--- config.mk ---
export PLATFORM = sky130hd
export DESIGN_NAME = periodic_task_scheduler_core
export DESIGN_NICKNAME = d
export VERILOG_FILES = /design/src/hdl/pts_pkg.sv /design/src/hdl/pts_addsub.sv /design/src/hdl/pts_task_ram.sv /design/src/hdl/periodic_task_scheduler_core.sv
export SDC_FILE = /design/constraint.sdc
export NUM_CORES = 2
export LEC_CHECK = 0
export BUFFER_PORTS_ARGS = -buffer_cell sky130_fd_sc_hd__buf_2
export CAP_MARGIN = 20
export CORE_UTILIZATION = 30
export DETAILED_ROUTE_END_ITERATION = 16
export GPL_TIMING_DRIVEN = 0
export REMOVE_ABC_BUFFERS = 1
export SYNTH_ARGS = -nofsm -noshare
export SYNTH_HDL_FRONTEND = slang
export SYNTH_HIERARCHICAL = 1
export SYNTH_SLANG_ARGS = --single-unit
--- constraint.sdc ---
create_clock -name clk_i -period 18.4 [get_ports clk_i]
set_clock_uncertainty 0.05 [all_clocks]
set_input_delay 2.76 -clock clk_i [delete_from_list [all_inputs] [get_ports clk_i]]
set_output_delay 2.76 -clock clk_i [all_outputs]
set_load 0.05 [all_outputs]
--- src/hdl/pts_pkg.sv ---
`default_nettype none
// ----------------------------------------------------------------------------
// pts_pkg
// Shared types and codes of the periodic task scheduler.
// ----------------------------------------------------------------------------
package pts_pkg;

  localparam int unsigned DataW = 32;
  localparam logic [DataW-1:0] HalfRange = 32'h7FFF_FFFF;

  typedef enum logic [2:0] {
    CMD_REGISTER  = 3'd0,
    CMD_ADVANCE   = 3'd1,
    CMD_SCAN      = 3'd2,
    CMD_DELAY     = 3'd3,
    CMD_DELAY_ALL = 3'd4,
    CMD_TERMINATE = 3'd5,
    CMD_REWORK    = 3'd6
  } cmd_e;

  typedef enum logic [1:0] {
    KIND_ACK    = 2'd0,
    KIND_FIRED  = 2'd1,
    KIND_FINISH = 2'd2
  } kind_e;

  typedef enum logic [1:0] {
    TS_READY      = 2'd0,
    TS_BLOCKED    = 2'd1,
    TS_TERMINATED = 2'd2
  } task_state_e;

  typedef struct packed {
    logic [2:0]       cmd;
    logic [3:0]       task_id;
    logic [DataW-1:0] value;
  } in_t;

  typedef struct packed {
    logic [1:0] kind;
    logic [3:0] task_out;
    logic       status;
    logic       last;
  } out_t;

  // one table slot
  typedef struct packed {
    logic [1:0]       state;
    logic [DataW-1:0] period;
    logic [DataW-1:0] deadline;
  } entry_t;

  // per-field write enables
  typedef struct packed {
    logic state;
    logic period;
    logic deadline;
  } wmask_t;

endpackage
`default_nettype wire

--- src/hdl/pts_addsub.sv ---
`default_nettype none
// ----------------------------------------------------------------------------
// pts_addsub
// Shared 32-bit adder/subtractor with the wrap-safe deadline test.
// ----------------------------------------------------------------------------
module pts_addsub
  import pts_pkg::*;
(
  input  wire logic [DataW-1:0] a_i,
  input  wire logic [DataW-1:0] b_i,
  input  wire logic             sub_i,
  output logic      [DataW-1:0] sum_o,
  output logic                  due_o
);

  assign sum_o = sub_i ? (a_i - b_i) : (a_i + b_i);
  // deadline passed when tick - deadline lands in the lower half
  assign due_o = (sum_o <= HalfRange);

endmodule
`default_nettype wire

--- src/hdl/pts_task_ram.sv ---
`default_nettype none
// ----------------------------------------------------------------------------
// pts_task_ram
// Task table: one write port with field enables, one registered read port.
// ----------------------------------------------------------------------------
module pts_task_ram
  import pts_pkg::*;
#(
  parameter int unsigned DEPTH = 16,
  parameter int unsigned IDX_W = 4
) (
  input  wire logic             clk_i,
  input  wire logic             we_i,
  input  wire wmask_t           wmask_i,
  input  wire logic [IDX_W-1:0] waddr_i,
  input  wire entry_t           wdata_i,
  input  wire logic             re_i,
  input  wire logic [IDX_W-1:0] raddr_i,
  output entry_t                rdata_o
);

  logic [1:0]       state_mem    [DEPTH];
  logic [DataW-1:0] period_mem   [DEPTH];
  logic [DataW-1:0] deadline_mem [DEPTH];
  entry_t           rdata_q;

  always_ff @(posedge clk_i) begin
    if (we_i && wmask_i.state)    state_mem[waddr_i]    <= wdata_i.state;
    if (we_i && wmask_i.period)   period_mem[waddr_i]   <= wdata_i.period;
    if (we_i && wmask_i.deadline) deadline_mem[waddr_i] <= wdata_i.deadline;
  end

  always_ff @(posedge clk_i) begin
    if (re_i) begin
      rdata_q.state    <= state_mem[raddr_i];
      rdata_q.period   <= period_mem[raddr_i];
      rdata_q.deadline <= deadline_mem[raddr_i];
    end
  end

  assign rdata_o = rdata_q;

endmodule
`default_nettype wire

--- src/hdl/periodic_task_scheduler_core.sv ---
`default_nettype none
// ----------------------------------------------------------------------------
// periodic_task_scheduler_core
// Cooperative periodic task table with a 32-bit tick, run by a small
// sequencer around one shared adder and a simple dual-port task memory.
// ----------------------------------------------------------------------------
// Path from the accepting edge to the result word entering the output
//   register: register, advance, terminate and unknown codes go straight to
//   the response; delay task and rework read and check a registered id first.
// Delay all: one memory slot per cycle for the tasks walked.
// Scan: every registered task is read and checked, due ready or blocked
//   tasks are re-armed and fired ones send a word; the walk is set by the read,
//   check and re-arm steps on the one adder. Output stalls lengthen every command.
// One word at a time: in_stall_o is high from accept until the last result
//   word is loaded.
// Reset clears tick and task count; table is not cleared.
// ----------------------------------------------------------------------------
module periodic_task_scheduler_core
  import pts_pkg::*;
#(
  parameter int unsigned NUM_TASKS = 16
) (
  input  wire logic clk_i,
  input  wire logic rst_ni,
  input  wire logic in_valid_i,
  output logic      in_stall_o,
  input  wire in_t  in_word_i,
  output logic      out_valid_o,
  input  wire logic out_stall_i,
  output out_t      out_word_o
);

  // CNT_W holds 0..NUM_TASKS, IDX_W addresses a slot
  localparam int unsigned CNT_W = $clog2(NUM_TASKS + 1);
  localparam int unsigned IDX_W = (NUM_TASKS > 1) ? $clog2(NUM_TASKS) : 1;

  typedef enum logic [2:0] {
    S_IDLE,
    S_SCAN_CHK,
    S_SCAN_UPD,
    S_SCAN_NEXT,
    S_ALL_CHK,
    S_ONE_CHK,
    S_RESP
  } state_e;

  state_e           st_q, st_d, ret_q, ret_d;
  logic [2:0]       cmd_q, cmd_d;
  logic [DataW-1:0] value_q, value_d;
  logic [DataW-1:0] tick_q, tick_d;
  logic [CNT_W-1:0] reg_q, reg_d;
  logic [CNT_W-1:0] idx_q, idx_d;
  logic             fire_q, fire_d;
  out_t             resp_q, resp_d;
  logic             out_valid_q, out_valid_d;
  out_t             out_q, out_d;

  // shared adder
  logic [DataW-1:0] add_b, add_sum;
  logic             add_sub, add_due;

  // task memory port
  logic             mem_we, mem_re;
  wmask_t           mem_wmask;
  logic [IDX_W-1:0] mem_waddr, mem_raddr;
  entry_t           mem_wdata, mem_rdata;

  logic             in_acc;
  logic             can_push;
  logic             known;
  logic             full;
  logic [CNT_W-1:0] idx_inc;
  logic             idx_last;

  assign in_stall_o  = (st_q != S_IDLE);
  assign in_acc      = in_valid_i && !in_stall_o;
  assign can_push    = !out_valid_q || !out_stall_i;
  assign out_valid_o = out_valid_q;
  assign out_word_o  = out_q;

  // id below the count is also below NUM_TASKS
  assign known    = (32'(in_word_i.task_id) < 32'(reg_q));
  assign full     = (reg_q == CNT_W'(NUM_TASKS));
  assign idx_inc  = idx_q + 1'b1;
  assign idx_last = (idx_inc == reg_q);

  pts_addsub u_addsub (
    .a_i   (tick_q),
    .b_i   (add_b),
    .sub_i (add_sub),
    .sum_o (add_sum),
    .due_o (add_due)
  );

  pts_task_ram #(
    .DEPTH (NUM_TASKS),
    .IDX_W (IDX_W)
  ) u_ram (
    .clk_i   (clk_i),
    .we_i    (mem_we),
    .wmask_i (mem_wmask),
    .waddr_i (mem_waddr),
    .wdata_i (mem_wdata),
    .re_i    (mem_re),
    .raddr_i (mem_raddr),
    .rdata_o (mem_rdata)
  );

  always_comb begin
    st_d        = st_q;
    ret_d       = ret_q;
    cmd_d       = cmd_q;
    value_d     = value_q;
    tick_d      = tick_q;
    reg_d       = reg_q;
    idx_d       = idx_q;
    fire_d      = fire_q;
    resp_d      = resp_q;
    out_valid_d = out_valid_q && out_stall_i;
    out_d       = out_q;

    add_b       = value_q;
    add_sub     = 1'b0;

    mem_we      = 1'b0;
    mem_re      = 1'b0;
    mem_wmask   = '0;
    mem_waddr   = IDX_W'(idx_q);
    mem_raddr   = IDX_W'(idx_q);
    mem_wdata   = mem_rdata;

    case (st_q)
      S_IDLE: begin
        add_b = in_word_i.value;
        if (in_acc) begin
          cmd_d   = in_word_i.cmd;
          value_d = in_word_i.value;
          idx_d   = '0;
          resp_d  = '{kind: KIND_ACK, task_out: 4'd0, status: 1'b0, last: 1'b1};
          ret_d   = S_IDLE;
          st_d    = S_RESP;
          case (in_word_i.cmd)
            CMD_REGISTER: begin
              if (full) begin
                resp_d.status = 1'b1;
              end else begin
                mem_we          = 1'b1;
                mem_wmask       = '{state: 1'b1, period: 1'b1, deadline: 1'b1};
                mem_waddr       = IDX_W'(reg_q);
                mem_wdata       = '{state: TS_READY, period: in_word_i.value,
                                    deadline: in_word_i.value};
                reg_d           = reg_q + 1'b1;
                resp_d.task_out = 4'(reg_q);
              end
            end
            CMD_ADVANCE: begin
              tick_d = add_sum;
            end
            CMD_SCAN: begin
              if (reg_q == '0) begin
                resp_d.kind = KIND_FINISH;
              end else begin
                mem_re    = 1'b1;
                mem_raddr = '0;
                st_d      = S_SCAN_CHK;
              end
            end
            CMD_DELAY, CMD_REWORK: begin
              if (!known) begin
                resp_d.status = 1'b1;
              end else begin
                mem_re    = 1'b1;
                mem_raddr = IDX_W'(in_word_i.task_id);
                idx_d     = CNT_W'(in_word_i.task_id);
                st_d      = S_ONE_CHK;
              end
            end
            CMD_DELAY_ALL: begin
              if (reg_q != '0) begin
                mem_re    = 1'b1;
                mem_raddr = '0;
                st_d      = S_ALL_CHK;
              end
            end
            CMD_TERMINATE: begin
              if (!known) begin
                resp_d.status = 1'b1;
              end else begin
                mem_we    = 1'b1;
                mem_wmask = '{state: 1'b1, period: 1'b0, deadline: 1'b1};
                mem_waddr = IDX_W'(in_word_i.task_id);
                mem_wdata = '{state: TS_TERMINATED, period: '0, deadline: '0};
              end
            end
            default: begin
              resp_d.status = 1'b1;
            end
          endcase
        end
      end

      // tick - deadline, then decide on re-arm
      S_SCAN_CHK: begin
        add_sub = 1'b1;
        add_b   = mem_rdata.deadline;
        fire_d  = (mem_rdata.state == TS_READY);
        if (add_due && (mem_rdata.state == TS_READY ||
                        mem_rdata.state == TS_BLOCKED)) begin
          st_d = S_SCAN_UPD;
        end else begin
          st_d = S_SCAN_NEXT;
        end
      end

      // deadline = tick + period, state back to ready
      S_SCAN_UPD: begin
        add_b              = mem_rdata.period;
        mem_we             = 1'b1;
        mem_wmask          = '{state: 1'b1, period: 1'b0, deadline: 1'b1};
        mem_wdata.state    = TS_READY;
        mem_wdata.deadline = add_sum;
        if (fire_q) begin
          resp_d = '{kind: KIND_FIRED, task_out: 4'(idx_q), status: 1'b0, last: 1'b0};
          ret_d  = S_SCAN_NEXT;
          st_d   = S_RESP;
        end else begin
          st_d = S_SCAN_NEXT;
        end
      end

      S_SCAN_NEXT: begin
        idx_d = idx_inc;
        if (idx_last) begin
          resp_d = '{kind: KIND_FINISH, task_out: 4'd0, status: 1'b0, last: 1'b1};
          ret_d  = S_IDLE;
          st_d   = S_RESP;
        end else begin
          mem_re    = 1'b1;
          mem_raddr = IDX_W'(idx_inc);
          st_d      = S_SCAN_CHK;
        end
      end

      // block slot idx (stop with error on a terminated one), read the next one in the same cycle
      S_ALL_CHK: begin
        add_b = value_q;
        if (mem_rdata.state == TS_TERMINATED) begin
          resp_d.status = 1'b1;
          ret_d         = S_IDLE;
          st_d          = S_RESP;
        end else begin
          mem_we             = 1'b1;
          mem_wmask          = '{state: 1'b1, period: 1'b0, deadline: 1'b1};
          mem_wdata.state    = TS_BLOCKED;
          mem_wdata.deadline = add_sum;
          idx_d              = idx_inc;
          if (idx_last) begin
            ret_d = S_IDLE;
            st_d  = S_RESP;
          end else begin
            mem_re    = 1'b1;
            mem_raddr = IDX_W'(idx_inc);
          end
        end
      end

      S_ONE_CHK: begin
        st_d = S_RESP;
        if (cmd_q == CMD_DELAY) begin
          add_b = value_q;
          if (mem_rdata.state == TS_TERMINATED) begin
            resp_d.status = 1'b1;
          end else begin
            mem_we             = 1'b1;
            mem_wmask          = '{state: 1'b1, period: 1'b0, deadline: 1'b1};
            mem_wdata.state    = TS_BLOCKED;
            mem_wdata.deadline = add_sum;
          end
        end else begin
          add_b              = mem_rdata.period;
          mem_we             = 1'b1;
          mem_wmask          = '{state: 1'b1, period: 1'b0, deadline: 1'b1};
          mem_wdata.state    = TS_READY;
          mem_wdata.deadline = add_sum;
        end
      end

      // hand the pending word to the output register
      S_RESP: begin
        if (can_push) begin
          out_valid_d = 1'b1;
          out_d       = resp_q;
          st_d        = ret_q;
        end
      end

      default: begin
        st_d = S_IDLE;
      end
    endcase
  end

  always_ff @(posedge clk_i or negedge rst_ni) begin
    if (!rst_ni) begin
      st_q        <= S_IDLE;
      ret_q       <= S_IDLE;
      tick_q      <= '0;
      reg_q       <= '0;
      idx_q       <= '0;
      fire_q      <= 1'b0;
      out_valid_q <= 1'b0;
    end else begin
      st_q        <= st_d;
      ret_q       <= ret_d;
      tick_q      <= tick_d;
      reg_q       <= reg_d;
      idx_q       <= idx_d;
      fire_q      <= fire_d;
      out_valid_q <= out_valid_d;
    end
  end

  // payload registers
  always_ff @(posedge clk_i) begin
    cmd_q   <= cmd_d;
    value_q <= value_d;
    resp_q  <= resp_d;
    out_q   <= out_d;
  end

  // task count never exceeds the table
  a_reg_bound : assert property (@(posedge clk_i) disable iff (!rst_ni)
    32'(reg_q) <= NUM_TASKS)
    else $error("task count beyond table depth");

  // a successful registration bumps the count by one
  a_reg_inc : assert property (@(posedge clk_i) disable iff (!rst_ni)
    (in_acc && in_word_i.cmd == CMD_REGISTER && !full)
      |=> (reg_q == CNT_W'($past(reg_q) + 1'b1)))
    else $error("registration did not advance task count");

  // tick moves only on an accepted advance
  a_tick_hold : assert property (@(posedge clk_i) disable iff (!rst_ni)
    (tick_q != $past(tick_q))
      |-> $past(in_acc && in_word_i.cmd == CMD_ADVANCE))
    else $error("tick changed outside advance");

  // acknowledge and finish words always close the command
  a_last_flag : assert property (@(posedge clk_i) disable iff (!rst_ni)
    (out_valid_o && out_word_o.kind != KIND_FIRED) |-> out_word_o.last)
    else $error("closing word without last");

  // a walk index stays inside the registered range
  a_idx_range : assert property (@(posedge clk_i) disable iff (!rst_ni)
    (st_q == S_SCAN_CHK || st_q == S_SCAN_UPD || st_q == S_ALL_CHK)
      |-> (idx_q < reg_q))
    else $error("walk index out of range");

endmodule
`default_nettype wire
# Yosys cells after proc, flatten, opt, wreduce, memory -nomap -nowiden
# Memory sizes are Yosys's and may differ from the RTL's. A register that Yosys moved wholly into a read port is not among the register bits.
# Index checks and enable logic that the tools add are counted.
# op_classes
n_addsub	4
order_cmp	2
n_eq_ne	24
n_mux	93
n_bitwise	1
n_reduce_logical	33
# ops
operator	count
32-bit one-hot mux with 4 select lines	2
66-bit two-way mux	3
32-bit two-way mux	5
66-bit one-hot mux with 2 select lines	1
4-bit two-way mux	13
3-bit two-way mux	16
32-bit adder	1
32-bit by 31-bit <= comparator with 1-bit output (second input constant)	1
32-bit subtractor	1
1-bit two-way mux	24
8-bit two-way mux	3
3-bit one-hot mux with 4 select lines	2
4-bit one-hot mux with 3 select lines	2
3-bit one-hot mux with 7 select lines	1
3-bit equality test (second input constant)	6
6-bit one-hot mux with 3 select lines	1
3-bit by 2-bit equality test with 1-bit output (second input constant)	5
5-bit one-hot mux with 3 select lines	1
2-bit two-way mux	6
2-bit != test (second input constant)	6
1-bit one-hot mux with 3 select lines	4
3-bit AND reduction	4
5-bit by 1-bit adder with 5-bit output (second input constant)	2
5-bit two-way mux	2
other kinds (29)	45
# word_totals
regBits	101
ram_bits	1056
input_bits	43
out_inout_bits	10
word_cells	177
memories	3
# memory_table
name	depth	width	read_ports	rd_ports_with_merged_regs	wr	line	source
u_ram.deadline_mem	16	32	1	1	1	pts_task_ram.sv:24	logic [DataW-1:0] deadline_mem [DEPTH];
u_ram.period_mem	16	32	1	1	1	pts_task_ram.sv:23	logic [DataW-1:0] period_mem [DEPTH];
u_ram.state_mem	16	2	1	1	1	pts_task_ram.sv:22	logic [1:0] state_mem [DEPTH];

# Depth between registers and ports, before layout
# depth
ltp_word	9
mapped_depth	28
ltp_nobuf	26

# Modules after synthesis
# Netlist, hierarchy kept.
# modules_own_cells
mod	n_inst	cells_per_inst	area_per_inst_um2	seq_area_each_um2
pts_task_ram	1	1755	41676.2	33692.3
periodic_task_scheduler_core	1	747	6657.6	2782.7
pts_addsub	1	333	2339.7	0.0

# Worst setup path before layout
# Ideal clock, no wire load.
# synth_timing
path_type	input to register
start	input in_word_i[33] (netlist name)
end	memory u_ram.deadline_mem[3][0] (enable)
setup_time_ns	0.502
t_arrival_ns	7.609
t_required_ns	17.848
slack_ns	10.240
stages	10
cell_sequence	ha_1 -> a2111o_1 -> and2_1 -> buf_6 -> o21ai_0 -> a21oi_1 -> a31oi_1 -> clkbuf_1 -> nand2_1 -> nor4_1
# synth_via
elab_cells_between_ends	16
classes_between	order compare: 1; mux: 14; reduce/logical: 1
# synth_lines
element	line	source
from (decl)	periodic_task_scheduler_core.sv:27	input wire in_t in_word_i,
4-bit by 5-bit less-than comparator with 1-bit output	periodic_task_scheduler_core.sv:82	assign known = (32'(in_word_i.task_id) < 32'(reg_q));
4-bit two-way mux	periodic_task_scheduler_core.sv:186	if (!known) begin
4-bit one-hot mux with 2 select lines	periodic_task_scheduler_core.sv:142	case (in_word_i.cmd)
4-bit two-way mux	periodic_task_scheduler_core.sv:135	if (in_acc) begin
4-bit two-way mux	periodic_task_scheduler_core.sv:132	case (st_q)
via mem_waddr[0]	periodic_task_scheduler_core.sv:65	logic [IDX_W-1:0] mem_waddr, mem_raddr;
to (decl)	pts_task_ram.sv:24	
# The timed path passes the listed nets, and every way through them passes these cells.

# Worst setup path after layout
# layout_timing
start	input in_word_i[4] (netlist name)
end	register st_q[0]
# layout_via
elab_chain_len	7
elab_cells_between_ends	8
classes_between	add/sub: 2; order compare: 1; mux: 4; reduce/logical: 1
# layout_rtl
element	line	source
32-bit one-hot mux with 4 select lines (*)	periodic_task_scheduler_core.sv:132	
via add_b[4]	periodic_task_scheduler_core.sv:59	logic [DataW-1:0] add_b, add_sum;
32-bit adder / 32-bit subtractor (equally long branches)	pts_addsub.sv:16	assign sum_o = sub_i ? (a_i - b_i) : (a_i + b_i);
32-bit two-way mux (*)	pts_addsub.sv:16	
32-bit by 31-bit <= comparator with 1-bit output (*)	pts_addsub.sv:18	assign due_o = (sum_o <= HalfRange);
via add_due	periodic_task_scheduler_core.sv:60	logic add_sub, add_due;
1-bit logical AND (*)	periodic_task_scheduler_core.sv:207	if (add_due && (mem_rdata.state == TS_READY ||
1-bit two-way mux (*)	periodic_task_scheduler_core.sv:207	
3-bit one-hot mux with 7 select lines (*)	periodic_task_scheduler_core.sv:132	
to (signal assigned)	periodic_task_scheduler_core.sv:313	st_q <= st_d;
to (decl)	periodic_task_scheduler_core.sv:47	state_e st_q, st_d, ret_q, ret_d;
# Mark *: on every way through the listed nets, which the timed path passes. The rest lies on a longest branch.
# A chain may end at the register's enable or synchronous reset.

==> results summary <==
STA classifies the critical path endpoint as a register. The worst register-to-register path begins at st_q[2]$_DFFE_PN0P_. The path class of the lowest-slack min-delay path is reg2reg.

The post-synthesis cell type count came out at 82. The share of the clock period used by the worst path came out at 0.4365. Based on the critical path, the design can be clocked at up to 124.5 MHz. The first global-routing pass estimated 191.2 mm of wire.

In this run the most critical hold path is launched from resp_q[7]$_DFFE_PP_. The die outline width came out at 413.0 um. The tree is rooted in a clkbuf_16. In this run the worst path has a maximum fanout of 6. Across the run, the number of max-cap violations was 0. The clock period could shrink to 8.032 ns.

The cell count of the worst reg-to-reg path came out at 25. The end-of-flow core utilization came out at 0.3558. The H-tree was split into 3 levels. The global routing usage summed across all routing layers is 0.1528.

The count of pins over their slew limit came out at 0. The flow ran to the end, and the final reports show no timing, DRC or antenna violations. For this run the aggregate overflow at the end of global routing stands at 0. The HPWL after detailed placement is 87.23 mm. The sequential share of the synthesized area came out at 0.7198. The remaining antenna violation count came out at 0. The total DRC errors in the routed layout is 0.

The worst-case headroom to the max-slew limit is 0.2125. The routed wire length came out at 131.8 mm. The number of standard cells after synthesis is 2835. After clock tree synthesis, the clock-pin slew on the worst setup and hold paths is 0.06 ns.

The worst register-to-register path ends at st_q[0]$_DFFE_PN0P_. The critical path ends at st_q[0]$_DFFE_PN0P_. The die footprint is 170600 um2. The total power consumption of the routed design is 11970 uW. The routed length on met2 is 58.52 mm.

The most used flip-flop cell after synthesis is edfxtp_1. The critical path startpoint is in_word_i[4]. The total standard cell area after synthesis came out at 50670 um2. The reported leakage power is 0.01907 uW. The number of port buffers came out at 52.

The Yosys warning count came out at 6. The number of global-route vias before repair came out at 28050. The critical path required time is 18.96 ns. Counting flops and latches in the post-synthesis netlist gives 1223. The area added between synthesis and finish came out at 17.53%. The maximum number of pins on one net before global-route repair came out at 53.

STA classifies the critical path startpoint as a primary input. The number of enable flip-flop cells after synthesis is 1173. The transition at the pin with the smallest max-transition slack is 1.181 ns.

The effective utilization at floorplan is 0.3027. Counting along the longest clock path gives a buffer depth of 3. The highest signal layer in the routed design is met5. The number of core rows came out at 150. The number of gates resized after CTS is 0. The routed length per instance is 24.73 um.

The core footprint came out at 167400 um2. TritonCTS built the clock tree. The total power density per cell area is 201.0 nW/um2.

The number of buffers inserted for hold repair after clock tree synthesis is 0. Setup repair after global routing left no endpoint under its margin. The final-stage net count came out at 3106.

The sum of met3 wire segment lengths after detailed routing is 13.15 mm. The initial antenna violation count was 17. The die boundary height is 413.0 um. TritonCTS created 114 clock buffers. The worst reg-to-reg setup slack is 10.48 ns. Summing over every cut layer, the via total after detailed routing is 28470. The congestion estimate from routability-driven global placement came to 0.8430. The peak supply drop came out at 0.1296 mV. The clock latency of the later-clocked register in the worst-skew pair came out at 0.74 ns. The fraction of final layout cells with drive strength greater than 1 is 0.2528. The post-CTS setup repair buffer count is 0. After synthesis, the share of flip-flops with an asynchronous set or reset is 0.04088. The count of clock tree sinks is 1223.

The first-pass detailed-route iteration total came out at 9. The met1 layer wirelength in the final routing is 56.53 mm. The critical setup path kind is in2reg.

For this design the top-level I/O count stands at 53. The arrival time of the worst setup path came out at 8.59 ns. The iteration-0 DRC count of the detailed router came out at 3617. Dividing the synthesized area by the synthesized cell count gives 17.87 um2.

The per-cell via count in the routed design came out at 5.341. The final setup violation count came out at 0. The number of failing hold endpoints at the final stage came to 0.
==> cells in the final DEF, fill, tap and decap left out, types with 7 or more instances in the layout <==
cell type	n
edfxtp_1	1173
mux4_2	264
nand2_1	233
a22oi_1	167
a21oi_1	146
clkbuf_16	114
buf_4	86
nor2_1	73
o21ai_0	66
xnor2_1	61
buf_2	58
dfrtp_1	50
ha_1	38
buf_12	37
a222oi_1	34
mux2_2	33
inv_1	31
nor2_4	30
buf_16	29
buf_6	27
clkbuf_1	25
clkinv_1	25
clkinv_2	22
o31ai_2	21
a21o_1	20
nor3_1	18
nand3_1	17
nor2b_1	14
xor2_1	14
a31oi_1	14
o31ai_1	11
nand2b_1	10
bufinv_16	10
nand4_1	9
o211ai_1	7
==> cell usage after synthesis (all sizes together) (16+ instances only) <==
| cell type | instances | area (um2) |
|---|---|---|
| a222oi | 34 | 340.3 |
| edfxtp | 1173 | 35220 |
| buf | 89 | 496.7 |
| a22oi | 167 | 1254 |
| nand2 | 236 | 888.4 |
| ha | 38 | 475.5 |
| o31ai | 32 | 240.2 |
| nor3 | 23 | 130.1 |
| o21ai | 71 | 362.8 |
| nor2b | 16 | 100.1 |
| a21oi | 147 | 735.7 |
| clkbuf | 76 | 286.5 |
| mux2 | 33 | 371.6 |
| nand3 | 19 | 95.09 |
| nor2 | 103 | 389.1 |
| dfrtp | 50 | 1251 |
| mux4 | 264 | 5946 |
| a21o | 20 | 150.1 |
| inv | 33 | 123.9 |
| xnor2 | 61 | 534.3 |
==> area by class of cell <==
type | instances | area, um2
antenna | 5 | 12.51
clock buffer | 139 | 2947
clock inverter | 74 | 710.7
fill | 15500 | 107900
inverter | 33 | 123.9
multi-input combinational | 1414 | 13750
sequential | 1223 | 36480
tap | 2204 | 2758
timing repair buffer | 238 | 2786
==> logic make-up after synthesis <==
kind of cell               after synthesis  synth area share
and+or+nand+nor                        452           0.03973
buffers and inverters                  198           0.01790
AOI/OAI and AO/OA                      546           0.07390
DFF                                   1223            0.7198
adders and majority gates               40           0.01000
xor gates and xnor gates                76           0.01341
muxes                                  300            0.1253
==> registers in the layout (all words and copies together), names as in the netlist <==
register and cells:
cmd_q 3, fire_q 1, idx_q 5, out_valid_o 1, out_word_o 8, reg_q 5
resp_q 8, ret_q 3, st_q 3, tick_q 32, u_ram/deadline_mem 512, u_ram/period_mem 512
u_ram/rdata_o 66, u_ram/state_mem 32, value_q 32
==> where the power goes <==
group	internal (uW)	leakage (uW)	switching, uW
logic	2150	0.00608	3130
clock network	1280	0.00177	1050
registers	4170	0.0112	184
total	7610	0.0191	4360
==> metal layers <==
metal | vias up | track usage
met5 | - | 0
met4 | 18 | 0.04314
met3 | 244 | 0.04369
met2 | 1243 | 0.2276
met1 | 14980 | 0.2165
li1 | 11990 | -
==> metrics by stage <==
| stage | hold slack (ns) | cell area [um2] | cells | setup slack, ns | TNS, ns |
|---|---|---|---|---|---|
| 6_report | 0.3692 | 59560 | 5330 | 10.37 | 0 |
| 4_1_cts | 0.3714 | 59390 | 5306 | 10.60 | 0 |
| 3_5_place_dp | 0.3562 | 55730 | 5093 | 9.827 | 0 |
| 3_3_place_gp | 0.3513 | 52910 | 4926 | -18.76 | -1644.04 |
| 2_1_floorplan | 0.3503 | 49890 | 2670 | -7.299 | -481.72 |
| 5_1_grt | 0.3839 | 59550 | 5327 | 9.918 | 0 |
==> critical path, cell delays in order <==
cell      delay (ns)
buf_2           0.14
a222oi_1        0.32
nand2_1         0.16
nor3_1          0.33
nand4_1         0.31
nor4_1          0.66
nor4b_4         0.60
a21oi_1         0.17
xnor2_1         0.17
ha_1            0.35
a21oi_1         0.15
nor2b_1         0.06
o21ai_0         0.17
a211o_1         0.20
nand4_1         0.21
a311o_1         0.38
a21o_1          0.21
xnor2_1         0.57
nand2b_1        0.15
a22oi_1         0.16
o221ai_1        0.15
and3b_1         0.19
==> worst min-delay path by stage <==
| stage | to | depth (start not counted) | slack [ns] |
|---|---|---|---|
| after floorplan | out_word_o[0]$_DFFE_PP_ | 0 | 0.35 |
| after CTS | out_word_o[0]$_DFFE_PP_ | 0 | 0.37 |
| after detailed placement | out_word_o[0]$_DFFE_PP_ | 0 | 0.36 |
| final | out_word_o[7]$_DFFE_PP_ | 0 | 0.37 |
| after global placement | out_word_o[4]$_DFFE_PP_ | 0 | 0.35 |
| after global routing | out_word_o[7]$_DFFE_PP_ | 0 | 0.38 |
Note: power is estimated with default switching activity, not from simulation.
